===== src/hw/rtl/pbs_pkg.sv =====
// Package for the priority beep sequencer: commands, marks, state type and tone ROM.
package pbs_pkg;

	// Command codes carried by an input beat
	localparam logic [1:0] CMD_TICK  = 2'd0;
	localparam logic [1:0] CMD_START = 2'd1;
	localparam logic [1:0] CMD_STOP  = 2'd2;

	// Sequence marks stored in the ROM
	localparam logic [7:0] MARK_REPEAT = 8'hFE;
	localparam logic [7:0] MARK_STOP   = 8'hFF;

	// Tick period in microseconds (documentation of the time base)
	localparam int TICK_US = 10000;

	localparam int NUM_SOUNDS_DEF = 12;
	localparam int ROM_SOUNDS     = 12;
	localparam int ROM_LEN        = 20;

	// Player state
	typedef struct packed {
		logic [3:0] sound;
		logic [4:0] pos;
		logic [7:0] ticks;
		logic       pin;
	} pbs_state_t;

	// Durations in ticks; rows are padded with stop marks
	localparam logic [7:0] TONE_ROM [ROM_SOUNDS][ROM_LEN] = '{
		// three beeps
		'{8'd20, 8'd10, 8'd20, 8'd10, 8'd20, 8'd10, 8'hFF, 8'hFF, 8'hFF, 8'hFF,
		  8'hFF, 8'hFF, 8'hFF, 8'hFF, 8'hFF, 8'hFF, 8'hFF, 8'hFF, 8'hFF, 8'hFF},
		// SOS
		'{8'd10, 8'd10, 8'd10, 8'd10, 8'd10, 8'd40, 8'd40, 8'd10, 8'd40, 8'd10,
		  8'd40, 8'd40, 8'd10, 8'd10, 8'd10, 8'd10, 8'd10, 8'd70, 8'hFF, 8'hFF},
		// link lost
		'{8'd50, 8'd50, 8'hFF, 8'hFF, 8'hFF, 8'hFF, 8'hFF, 8'hFF, 8'hFF, 8'hFF,
		  8'hFF, 8'hFF, 8'hFF, 8'hFF, 8'hFF, 8'hFF, 8'hFF, 8'hFF, 8'hFF, 8'hFF},
		// disarming
		'{8'd15, 8'd5, 8'd15, 8'd5, 8'hFF, 8'hFF, 8'hFF, 8'hFF, 8'hFF, 8'hFF,
		  8'hFF, 8'hFF, 8'hFF, 8'hFF, 8'hFF, 8'hFF, 8'hFF, 8'hFF, 8'hFF, 8'hFF},
		// arming
		'{8'd30, 8'd5, 8'd5, 8'd5, 8'hFF, 8'hFF, 8'hFF, 8'hFF, 8'hFF, 8'hFF,
		  8'hFF, 8'hFF, 8'hFF, 8'hFF, 8'hFF, 8'hFF, 8'hFF, 8'hFF, 8'hFF, 8'hFF},
		// battery critical
		'{8'd50, 8'd2, 8'hFF, 8'hFF, 8'hFF, 8'hFF, 8'hFF, 8'hFF, 8'hFF, 8'hFF,
		  8'hFF, 8'hFF, 8'hFF, 8'hFF, 8'hFF, 8'hFF, 8'hFF, 8'hFF, 8'hFF, 8'hFF},
		// battery low
		'{8'd25, 8'd50, 8'hFF, 8'hFF, 8'hFF, 8'hFF, 8'hFF, 8'hFF, 8'hFF, 8'hFF,
		  8'hFF, 8'hFF, 8'hFF, 8'hFF, 8'hFF, 8'hFF, 8'hFF, 8'hFF, 8'hFF, 8'hFF},
		// disarm held
		'{8'd0, 8'd100, 8'd10, 8'hFF, 8'hFF, 8'hFF, 8'hFF, 8'hFF, 8'hFF, 8'hFF,
		  8'hFF, 8'hFF, 8'hFF, 8'hFF, 8'hFF, 8'hFF, 8'hFF, 8'hFF, 8'hFF, 8'hFF},
		// armed reminder
		'{8'd0, 8'd245, 8'd10, 8'd5, 8'hFF, 8'hFF, 8'hFF, 8'hFF, 8'hFF, 8'hFF,
		  8'hFF, 8'hFF, 8'hFF, 8'hFF, 8'hFF, 8'hFF, 8'hFF, 8'hFF, 8'hFF, 8'hFF},
		// short
		'{8'd10, 8'd10, 8'hFF, 8'hFF, 8'hFF, 8'hFF, 8'hFF, 8'hFF, 8'hFF, 8'hFF,
		  8'hFF, 8'hFF, 8'hFF, 8'hFF, 8'hFF, 8'hFF, 8'hFF, 8'hFF, 8'hFF, 8'hFF},
		// two short
		'{8'd5, 8'd5, 8'd5, 8'd5, 8'hFF, 8'hFF, 8'hFF, 8'hFF, 8'hFF, 8'hFF,
		  8'hFF, 8'hFF, 8'hFF, 8'hFF, 8'hFF, 8'hFF, 8'hFF, 8'hFF, 8'hFF, 8'hFF},
		// two long
		'{8'd20, 8'd15, 8'd35, 8'd5, 8'hFF, 8'hFF, 8'hFF, 8'hFF, 8'hFF, 8'hFF,
		  8'hFF, 8'hFF, 8'hFF, 8'hFF, 8'hFF, 8'hFF, 8'hFF, 8'hFF, 8'hFF, 8'hFF}
	};

	// ROM lookup; no sound, unknown sounds and positions past the row read as stop
	function automatic logic [7:0] rom_read(input logic [3:0] sound, input logic [4:0] pos);
		logic [3:0] row;
		row = sound - 4'd1;
		if (sound == 4'd0 || sound > 4'(ROM_SOUNDS) || pos >= 5'(ROM_LEN)) begin
			return MARK_STOP;
		end
		return TONE_ROM[row][pos];
	endfunction

endpackage


===== src/hw/rtl/pbs_if.sv =====
// Valid/ready channel interfaces for command beats and result beats.
interface pbs_req_if;
	logic       valid;
	logic       ready;
	logic [1:0] cmd;
	logic [3:0] sound_mode;

	modport source (output valid, output cmd, output sound_mode, input ready);
	modport sink (input valid, input cmd, input sound_mode, output ready);
endinterface

interface pbs_rsp_if;
	logic       valid;
	logic       ready;
	logic       pin_level;
	logic       playing;
	logic [3:0] active_sound;

	modport source (output valid, output pin_level, output playing, output active_sound,
		input ready);
	modport sink (input valid, input pin_level, input playing, input active_sound,
		output ready);
endinterface


===== src/hw/rtl/pbs_step.sv =====
// Next-state logic: command decode, tick countdown and ROM entry stepping.
module pbs_step
	import pbs_pkg::*;
#(
	parameter int NUM_SOUNDS = NUM_SOUNDS_DEF
) (
	input  pbs_state_t cur,
	input  logic [1:0] cmd,
	input  logic [3:0] sound_mode,
	output pbs_state_t nxt
);

	logic       do_step;
	logic       do_silence;
	logic [3:0] step_sound;
	logic [4:0] step_pos;
	logic [7:0] val_pos;
	logic [7:0] val_first;
	logic [7:0] val;
	logic [4:0] pos_eff;
	logic       step_stop;

	// Command decode
	always_comb begin
		do_step    = 1'b0;
		do_silence = 1'b0;
		step_sound = cur.sound;
		step_pos   = cur.pos;
		case (cmd)
			CMD_TICK: begin
				if (cur.sound != 4'd0 && cur.ticks <= 8'd1) begin
					do_step = 1'b1;
				end
			end
			CMD_START: begin
				if (sound_mode == 4'd0) begin
					do_silence = 1'b1;
				end else if ({1'b0, sound_mode} <= 5'(NUM_SOUNDS) &&
					(cur.sound == 4'd0 || sound_mode < cur.sound)) begin
					do_step    = 1'b1;
					step_sound = sound_mode;
					step_pos   = 5'd0;
				end
			end
			CMD_STOP: begin
				if (sound_mode == 4'd0 || (cur.sound != 4'd0 && sound_mode == cur.sound)) begin
					do_silence = 1'b1;
				end
			end
			default: begin
			end
		endcase
	end

	// ROM reads: the addressed entry and the row head for a repeat
	assign val_pos   = rom_read(step_sound, step_pos);
	assign val_first = rom_read(step_sound, 5'd0);

	// Repeat handling: wrap to the row head, a repeat at the head silences
	always_comb begin
		val       = val_pos;
		pos_eff   = step_pos;
		step_stop = 1'b0;
		if (val_pos == MARK_REPEAT) begin
			if (step_pos == 5'd0 || val_first == MARK_REPEAT) begin
				step_stop = 1'b1;
			end else begin
				val     = val_first;
				pos_eff = 5'd0;
			end
		end
		if (val == MARK_STOP) begin
			step_stop = 1'b1;
		end
	end

	// State update
	always_comb begin
		nxt = cur;
		if (do_silence || (do_step && step_stop)) begin
			nxt = '0;
		end else if (do_step) begin
			nxt.sound = step_sound;
			nxt.pin   = pos_eff[0];
			nxt.ticks = val;
			nxt.pos   = pos_eff + 5'd1;
		end else if (cmd == CMD_TICK && cur.sound != 4'd0) begin
			nxt.ticks = cur.ticks - 8'd1;
		end
	end

endmodule


===== src/hw/rtl/priority_beep_sequencer.sv =====
// Top level of the priority beep sequencer: player state and result register.
// Latency: a result beat is valid in the cycle after its command beat is taken.
// Throughput: one command beat per cycle while held results are taken; ROM lookup and
// step finish in that cycle. A new result enters as the held one is taken, no bubble.
// Reset: asynchronous, silent state (no sound, pin low), no result pending.
module priority_beep_sequencer
	import pbs_pkg::*;
#(
	parameter int NUM_SOUNDS = NUM_SOUNDS_DEF
) (
	input  logic         clk,
	input  logic         arst_n,
	pbs_req_if.sink      req,
	pbs_rsp_if.source    rsp
);

	pbs_state_t state_q;
	pbs_state_t state_nxt;
	logic       rsp_valid_q;
	logic       pin_q;
	logic       playing_q;
	logic [3:0] sound_q;
	logic       accept;

	assign req.ready = !rsp_valid_q || rsp.ready;
	assign accept    = req.valid && req.ready;

	pbs_step #(
		.NUM_SOUNDS(NUM_SOUNDS)
	) u_step (
		.cur       (state_q),
		.cmd       (req.cmd),
		.sound_mode(req.sound_mode),
		.nxt       (state_nxt)
	);

	// Player state
	always_ff @(posedge clk or negedge arst_n) begin
		if (!arst_n) begin
			state_q <= '0;
		end else if (accept) begin
			state_q <= state_nxt;
		end
	end

	// Result beat control
	always_ff @(posedge clk or negedge arst_n) begin
		if (!arst_n) begin
			rsp_valid_q <= 1'b0;
		end else if (accept) begin
			rsp_valid_q <= 1'b1;
		end else if (rsp.ready) begin
			rsp_valid_q <= 1'b0;
		end
	end

	// Result payload
	always_ff @(posedge clk) begin
		if (accept) begin
			pin_q     <= state_nxt.pin;
			playing_q <= state_nxt.sound != 4'd0;
			sound_q   <= state_nxt.sound;
		end
	end

	assign rsp.valid        = rsp_valid_q;
	assign rsp.pin_level    = pin_q;
	assign rsp.playing      = playing_q;
	assign rsp.active_sound = sound_q;

endmodule


===== src/flat_wrapper.sv =====
// flat-port wrapper written by rule: the top's interface ports become plain ports
module priority_beep_sequencer_flat import pbs_pkg::*;
#(
	parameter int NUM_SOUNDS = NUM_SOUNDS_DEF
)
  (clk, arst_n, req_valid, req_cmd, req_sound_mode, req_ready, rsp_valid, rsp_pin_level, rsp_playing, rsp_active_sound, rsp_ready);
  pbs_req_if req_i ();
  pbs_rsp_if rsp_i ();
  input  logic clk;
  input  logic arst_n;
  input wire logic [$bits(req_i.valid)-1:0] req_valid;
  input wire logic [$bits(req_i.cmd)-1:0] req_cmd;
  input wire logic [$bits(req_i.sound_mode)-1:0] req_sound_mode;
  output wire logic [$bits(req_i.ready)-1:0] req_ready;
  output wire logic [$bits(rsp_i.valid)-1:0] rsp_valid;
  output wire logic [$bits(rsp_i.pin_level)-1:0] rsp_pin_level;
  output wire logic [$bits(rsp_i.playing)-1:0] rsp_playing;
  output wire logic [$bits(rsp_i.active_sound)-1:0] rsp_active_sound;
  input wire logic [$bits(rsp_i.ready)-1:0] rsp_ready;
  assign req_i.valid = req_valid;
  assign req_i.cmd = req_cmd;
  assign req_i.sound_mode = req_sound_mode;
  assign req_ready = req_i.ready;
  assign rsp_valid = rsp_i.valid;
  assign rsp_pin_level = rsp_i.pin_level;
  assign rsp_playing = rsp_i.playing;
  assign rsp_active_sound = rsp_i.active_sound;
  assign rsp_i.ready = rsp_ready;
  priority_beep_sequencer #(.NUM_SOUNDS(NUM_SOUNDS)) u_core (.clk(clk), .arst_n(arst_n), .req(req_i), .rsp(rsp_i));
endmodule

===== config.mk =====
export PLATFORM = sky130hd
export DESIGN_NAME = priority_beep_sequencer_flat
export DESIGN_NICKNAME = d
export VERILOG_FILES = /design/src/hw/rtl/pbs_pkg.sv /design/src/hw/rtl/pbs_if.sv /design/src/hw/rtl/pbs_step.sv /design/src/hw/rtl/priority_beep_sequencer.sv /design/src/flat_wrapper.sv
export SDC_FILE = /design/constraint.sdc
export NUM_CORES = 1
export LEC_CHECK = 0
export BUFFER_PORTS_ARGS = -buffer_cell sky130_fd_sc_hd__buf_2
export CAP_MARGIN = 25
export CELL_PAD_IN_SITES_DETAIL_PLACEMENT = 0
export CELL_PAD_IN_SITES_GLOBAL_PLACEMENT = 2
export CORE_ASPECT_RATIO = 0.9
export CORE_UTILIZATION = 25
export DETAILED_ROUTE_END_ITERATION = 6
export MAX_ROUTING_LAYER = met4
export PLACE_DENSITY_LB_ADDON = 0.25
export SLEW_MARGIN = 20
export SYNTH_ARGS = -nofsm -noshare
export SYNTH_HDL_FRONTEND = slang
export SYNTH_HIERARCHICAL = 1
export SYNTH_SLANG_ARGS = --single-unit

===== constraint.sdc =====
create_clock -name clk -period 5.5 [get_ports clk]
set_input_delay 0.55 -clock clk [delete_from_list [all_inputs] [get_ports clk]]
set_output_delay 0.55 -clock clk [all_outputs]
set_load 0.005 [all_outputs]

==> impl_metrics.csv, run 1 <==
group,metric,value,unit
yosys,synth_nets,453,
final_layout,layout_commonest_cell,"buf_4",
yosys,synth_top_area_share,14.1,%
detailed_routing,post_drt_wl_per_cell,20.2,µm
critical_path,crit_required,5.70,ns
die,initial_core_util,26.1,%
die,fp-row-count,39,
grt,grt_max_degree,20,
critical_path,cp.arrival,5.34,ns
clock_network,cts.htree.levels,1,
placement,port_buffers,17,
detailed_routing,postRouteAntennaNets,0,
critical_path,crit_path_end_kind,"register",
detailed_routing,drt_pre_antenna_iters,5,
final_layout,final_core_util,30.0,%
sta,tightest_slew,0.923,ns
sta,setup_viol,0,
grt,grt_usage,18.4,%
die,die-area,0.0139,mm²
final_layout,area_delta_synth_final,15.1,%
grt,antenna_found_initial,0,
clock_network,clock_tree.root_cell,"clkbuf_16",
final_layout,fillers,1404,
sta,hold_viol,0,
grt,top_usage_layer,"met2",
yosys,yosysWarnings,6,
clock_network,post_cts_buffers,0,
final_layout,nets,482,
die,die_h,112,µm
final_layout,final_cell_mix,"buf_4, nor2_1, nand2_1",
critical_path,critPathMaxFanout,12,
sta,rsz0062_at_grt,"false",
min_path,hold_path.class,"in2async",
placement,dp_hpwl,9590,µm
sta,relSlewSlack,37.8,%
detailed_routing,vias,3582,
yosys,postSynthCellCount,423,
die,die_w,124,µm
yosys,synth_edf_count,6,
sta,period_minus_slack,5.14,ns
clock_network,cts_sinks,25,
sta,setup_ws,0.364,ns
die,core_area,0.0129,mm²
detailed_routing,drc_errors,0,
sta,fin_crit_sh,93.4,%
grt,grtUsageMet2,28.7,%
yosys,ys_seq_area_share,19.5,%
detailed_routing,viasPerCell,5.82,
grt,use_met1,24.5,%
yosys,mappedNetlistArea,0.00336,mm²
detailed_routing,first_iter_violations,253,
clock_network,cts_made_buffers,3,
clock_network,cts_tree,"built",
outcome,status,"completed",
clock_network,clk_latency,0.26,ns
clock_network,ctsHoldBuffers,0,
placement,place.gp.congestion,0.878,
sta,fmax,195,MHz
yosys,postSynthAreaPerCell,7.95,µm²
yosys,yosysUniqueCellTypes,80,
critical_path,cp-start-kind,"register",
sta,slew_viol_final,0,
run,maxCapViolations,0,
sta,tns,0,ns
yosys,synth_largest_area_cell,"dfrtp_1",
grt,use_met3,3.19,%
final_layout,antennaDiodeCount,0,
grt,grt_pass1_vias,3497,
placement,dpl_worst_slack,0.108,ns
grt,grt-ovfl-total,0,
yosys,async_reset_ff_share,76.0,%
grt,grt_pass1_wl,19800,µm
final_layout,drive_above_1_share,22.8,%
die,io_pins,18,
clock_network,clock_path_buffers,2,
yosys,ys_ff_latch,25,
critical_path,crit_type,"reg2reg",
clock_network,clk_pin_slew,0.07,ns
sta,fin_worst_skew,0.00449,ns
yosys,ys.flop_type,"dfrtp_1",
detailed_routing,routed_wl,12500,µm
yosys,synth_area_leaders,"dfrtp_1, ha_1, edfxtp_1",
## state kept, by name (all words and copies together), names as in the netlist
register,flops
u_core/state_q,18
u_core/rsp.active_sound,4
u_core/rsp.pin_level,1
u_core/rsp.playing,1
u_core/rsp.valid,1
## cell type report
type	count	area, µm²	share of cell area, %
Inverter	18	67.6	1.75
Clock buffer	3	75.1	1.94
Timing Repair Buffer	53	355	9.18
Multi-Input combinational cell	351	2500	64.7
Sequential cell	25	656	16.9
Tap cell	164	205	5.30
Clock inverter	1	7.51	0.194
## Yosys cell counts (all sizes together) (4+ instances only)
library cell,instances
a2111oi,4
a211oi,7
a21boi,4
a21oi,25
a31oi,9
a32oi,4
and3,5
buf,9
clkbuf,20
dfrtp,19
edfxtp,6
ha,20
inv,18
mux2,20
mux2i,4
nand2,34
nand2b,4
nand3,24
nand4,9
nor2,34
nor2b,4
nor3,19
nor4,5
o2111ai,4
o211ai,10
o21ai,27
o311ai,4
o31ai,6
or3,4
or4,9
## routing by layer
metal / part of all wire [%] / up-vias / wire length [µm]
met2: 45 / 131 / 5620
met5: 0 / - / 0
met1: 47 / 1730 / 5870
met4: 2.2 / 0 / 278
li1: - / 1700 / -
met3: 5.5 / 21 / 683
## what timing repair did
action | in CTS | in global routing
setup endpoints to repair | 0 | 4
endpoints found under the hold margin | 0 | 0
resized for setup | 0 | 3
## worst paths after layout
| path | startpoint | end | slack, ns | depth (start not counted) |
|---|---|---|---|---|
| hold / removal | arst_n | u_core/rsp.valid$_DFFE_PN0P_ | 0.24 | 1 |
| setup / recovery | u_core/state_q[15]$_DFFE_PN0P_ | u_core/state_q[13]$_DFFE_PN0P_ | 0.36 | 22 |
| min in group clk | req_valid | u_core/rsp.valid$_DFFE_PN0P_ | 0.53 | 2 |
| max in group asynchronous | arst_n | u_core/state_q[9]$_DFFE_PN0P_ | 4.94 | 1 |
| setup reg to reg | u_core/state_q[15]$_DFFE_PN0P_ | u_core/state_q[13]$_DFFE_PN0P_ | 0.36 | 22 |
| hold reg to reg | u_core/state_q[0]$_DFFE_PN0P_ | u_core/state_q[0]$_DFFE_PN0P_ | 0.54 | 1 |
## worst max-delay path, stage by stage (launching register included)
cell      delay (ns)
dfrtp_1         0.43
inv_1           0.09
ha_1            0.31
nor2b_1         0.13
o211ai_1        0.23
a21o_2          0.29
a32oi_1         0.16
ha_1            0.24
buf_4           0.19
ha_1            0.43
nand2_1         0.21
mux2i_1         0.18
o31ai_1         0.11
a221o_1         0.37
nand4b_1        0.23
a21bo_1         0.22
nor3_2          0.06
a21oi_1         0.17
ha_1            0.22
nand3_1         0.09
or4_1           0.42
a21oi_1         0.15
mux2_2          0.15
## logic make-up after synthesis
group	synth area share, %
DFF	19.5
and+or+nand+nor	26.2
AOI/OAI and AO/OA	30.0
muxes	8.89
adders and majority gates	7.44
buffers and inverters	6.36
xor gates and xnor gates	1.56
## metrics by stage
| stage | hold WS [ns] | instances | area [µm²] |
|---|---|---|---|
| 2_1_floorplan | 0.254 | 423 | 3360 |
| 3_5_place_dp | 0.528 | 611 | 3780 |
| 5_1_grt | 0.264 | 615 | 3870 |
| 6_report | 0.240 | 615 | 3870 |
| 3_3_place_gp | 0.519 | 611 | 3780 |
| 4_1_cts | 0.250 | 615 | 3860 |
Power of run 1 is not shown: default switching activity piles up to over one toggle a cycle in this logic, so the estimate is an artifact.
==> run 2: changes to the inputs <==
- SYNTH_HIERARCHICAL: 1 -> not set
==> impl_metrics.csv, run 2 <==
group,metric,value,unit
yosys,synth_largest_area_cell,"dfrtp_1",
critical_path,cp_slowest_cell,"a2111oi_0",
yosys,synth_edf_count,6,
detailed_routing,vias,3396,
yosys,ys_ff_latch,25,
sta,fin_worst_skew,0.00381,ns
die,initial_core_util,26.2,%
detailed_routing,postRouteAntennaNets,0,
critical_path,r2r-start,"u_core.state_q[14]$_DFFE_PN0P_",
clock_network,cts_made_buffers,3,
die,core_area,0.0123,mm²
detailed_routing,top_layer,"met4",
yosys,mappedNetlistArea,0.00321,mm²
grt,grt_usage,18.5,%
final_layout,drive_above_1_share,20.8,%
die,die_h,109,µm
final_layout,regMostFlops,"u_core.state_q",
critical_path,r2r_slack,0.49,ns
detailed_routing,wl_met3,568,µm
detailed_routing,routed_wl,11500,µm
placement,port_buffers,17,
yosys,postSynthAreaPerCell,7.98,µm²
clock_network,clock_tree.root_cell,"clkbuf_16",
detailed_routing,first_iter_violations,352,
clock_network,cts_tree,"built",
critical_path,r2r_cells,20,
detailed_routing,post_drt_wl_per_cell,19.4,µm
yosys,ys.flop_type,"dfrtp_1",
grt,grt_max_degree,21,
yosys,async_reset_ff_share,76.0,%
sta,hold_viol,0,
placement,place.gp.congestion,0.885,
clock_network,clk_latency,0.27,ns
clock_network,clk_pin_slew,0.07,ns
sta,slew_viol_final,0,
min_path,hold_path.class,"in2async",
clock_network,clock_path_buffers,2,
grt,grt_pass1_vias,3240,
yosys,yosysWarnings,0,
clock_network,cts.htree.levels,1,
detailed_routing,drt_pre_antenna_iters,5,
critical_path,worst_path_largest_cell_delay,0.53,ns
sta,fmax,196,MHz
final_layout,register_area,656,µm²
detailed_routing,drc_errors,0,
sta,fin_crit_sh,92.6,%
grt,antenna_found_initial,0,
sta,period_minus_slack,5.09,ns
critical_path,crit_path_end_kind,"register",
final_layout,layout_commonest_cell,"nand2_1",
final_layout,nets,463,
critical_path,crit_type,"in2reg",
sta,tns,0,ns
yosys,synth_nets,431,
sta,tightest_slew,0.950,ns
yosys,netlist_top_cells_count,"nand2_1, nor2_1, nand3_1, a21oi_1",
placement,dp_hpwl,8980,µm
die,fp-row-count,38,
sta,setup_viol,0,
critical_path,cp-start-kind,"input pin",
die,io_pins,18,
critical_path,cp_common_cell,"ha_1",
final_layout,final_cell_mix,"nand2_1, buf_4, nor2_1",
yosys,postSynthCellCount,402,
outcome,status,"completed",
grt,grt_pass1_wl,18400,µm
critical_path,crit_required,5.71,ns
critical_path,crit_path_start,"req_sound_mode[1]",
critical_path,critPathMaxFanout,10,
yosys,synth_area_leaders,"dfrtp_1, ha_1, edfxtp_1",
final_layout,area_delta_synth_final,16.1,%
final_layout,fillers,1336,
placement,dp_cells,587,
sta,rsz0062_at_grt,"false",
clock_network,cts_sinks,25,
detailed_routing,wl_met1,5850,µm
final_layout,instances_no_fill,593,
die,die_w,121,µm
yosys,synth_most_common_cell,"nand2_1",
critical_path,cp.arrival,5.30,ns
die,die-area,0.0133,mm²
critical_path,crit_end,"u_core.state_q[13]$_DFFE_PN0P_",
yosys,ys_seq_area_share,20.4,%
yosys,synth_top_area_share,14.8,%
critical_path,r2r_end,"u_core.state_q[13]$_DFFE_PN0P_",
run,maxCapViolations,0,
grt,grt-ovfl-total,0,
critical_path,path_cells,"buf_2 -> ha_1 -> nor2b_1 -> o21bai_1 -> nand3_4 -> a32oi_1 -> ha_1 -> ha_1 -> nand2_1 -> buf_4 -> nor3_1 -> a21oi_1 -> a2111oi_0 -> a31o_2 -> nor4_2 -> a21oi_1 -> ha_1 -> nand3_1 -> or2_2 -> a2111oi_1 -> a21o_1",
yosys,yosysUniqueCellTypes,88,
sta,relSlewSlack,36.3,%
detailed_routing,viasPerCell,5.73,
final_layout,largest_reg_flops,18,
final_layout,multiInputGateArea,0.00239,mm²
detailed_routing,wl_met2,4940,µm
final_layout,antennaDiodeCount,0,
run 2: cell types whose count changed in the layout (fill, tap and decap cells not counted), moves of 4 or more:
cell	delta
o21ai_0	-7
mux2_2	-9
inv_1	-4
a31oi_1	-6
a32o_1	+5
nand4_1	-5
nand2_1	+9
or4_1	-7
mux2_4	-9
a22o_1	+8
nor4_1	+4
run 2: through the flow:
| stage | utilization [%] | cell area [µm²] | hold WS [ns] | setup WS (ns) |
|---|---|---|---|---|
| after floorplan | - | 3210 | 0.254 | 0.276 |
| after global placement | 29.5 | 3620 | 0.517 | 0.141 |
| after detailed placement | 29.5 | 3620 | 0.535 | 0.165 |
| after CTS | 30.2 | 3700 | 0.242 | 0.408 |
| after global routing | 30.4 | 3720 | 0.264 | 0.0521 |
| final | 30.4 | 3720 | 0.229 | 0.407 |
run 2: worst max-delay path: cells and delay by family:
family	cells	cell delay, ns
AO/OA/AOI/OAI	8	2.27
buffers and inverters	2	0.33
AND/OR/NAND/NOR	7	1.05
adder cells (fa/ha/maj)	4	1.09
run 2: worst min path at each step:
stage / end / depth (start not counted) / slack [ns]
final: u_core.state_q[16]$_DFFE_PN0P_ / 1 / 0.23
after global routing: u_core.state_q[14]$_DFFE_PN0P_ / 1 / 0.26
after CTS: u_core.state_q[16]$_DFFE_PN0P_ / 1 / 0.24
after detailed placement: u_core.state_q[16]$_DFFE_PN0P_ / 1 / 0.53
after global placement: u_core.rsp.valid$_DFFE_PN0P_ / 2 / 0.52
after floorplan: u_core.rsp.valid$_DFFE_PN0P_ / 0 / 0.25
run 2: layout make-up:
type | instances | share of cell area, %
Clock inverter | 1 | 0.202
Sequential cell | 25 | 17.6
Tap cell | 160 | 5.38
Inverter | 15 | 1.51
Multi-Input combinational cell | 338 | 64.1
Clock buffer | 3 | 2.02
Timing Repair Buffer | 51 | 9.14
run 2: repair_timing:
item                                    in CTS  in global routing
buffers inserted                             0                  2
hold buffers                                 0                  0
resized for setup                            0                  1
endpoints found under the setup margin       0                  1
run 2: cell families (layout without fill, tap and decap cells):
kind of cell,Yosys count,in the layout,synth area share [%]
AND/OR/NAND/NOR,167,167,27.4
AO/OA/AOI/OAI,137,137,34.6
buffers and inverters,39,70,5.23
flip-flops,25,25,20.4
adder cells (fa/ha/maj),19,19,7.41
XOR/XNOR,8,8,2.65
multiplexers,7,7,2.26
run 2: metal layers:
metal | vias to the layer above | GRT usage, %
met2 | 101 | 27.7
li1 | 1624 | -
met1 | 1660 | 26.4
met5 | - | -
met3 | 11 | 2.80
met4 | 0 | 3.17
Power of run 2 is left out for the same reason.
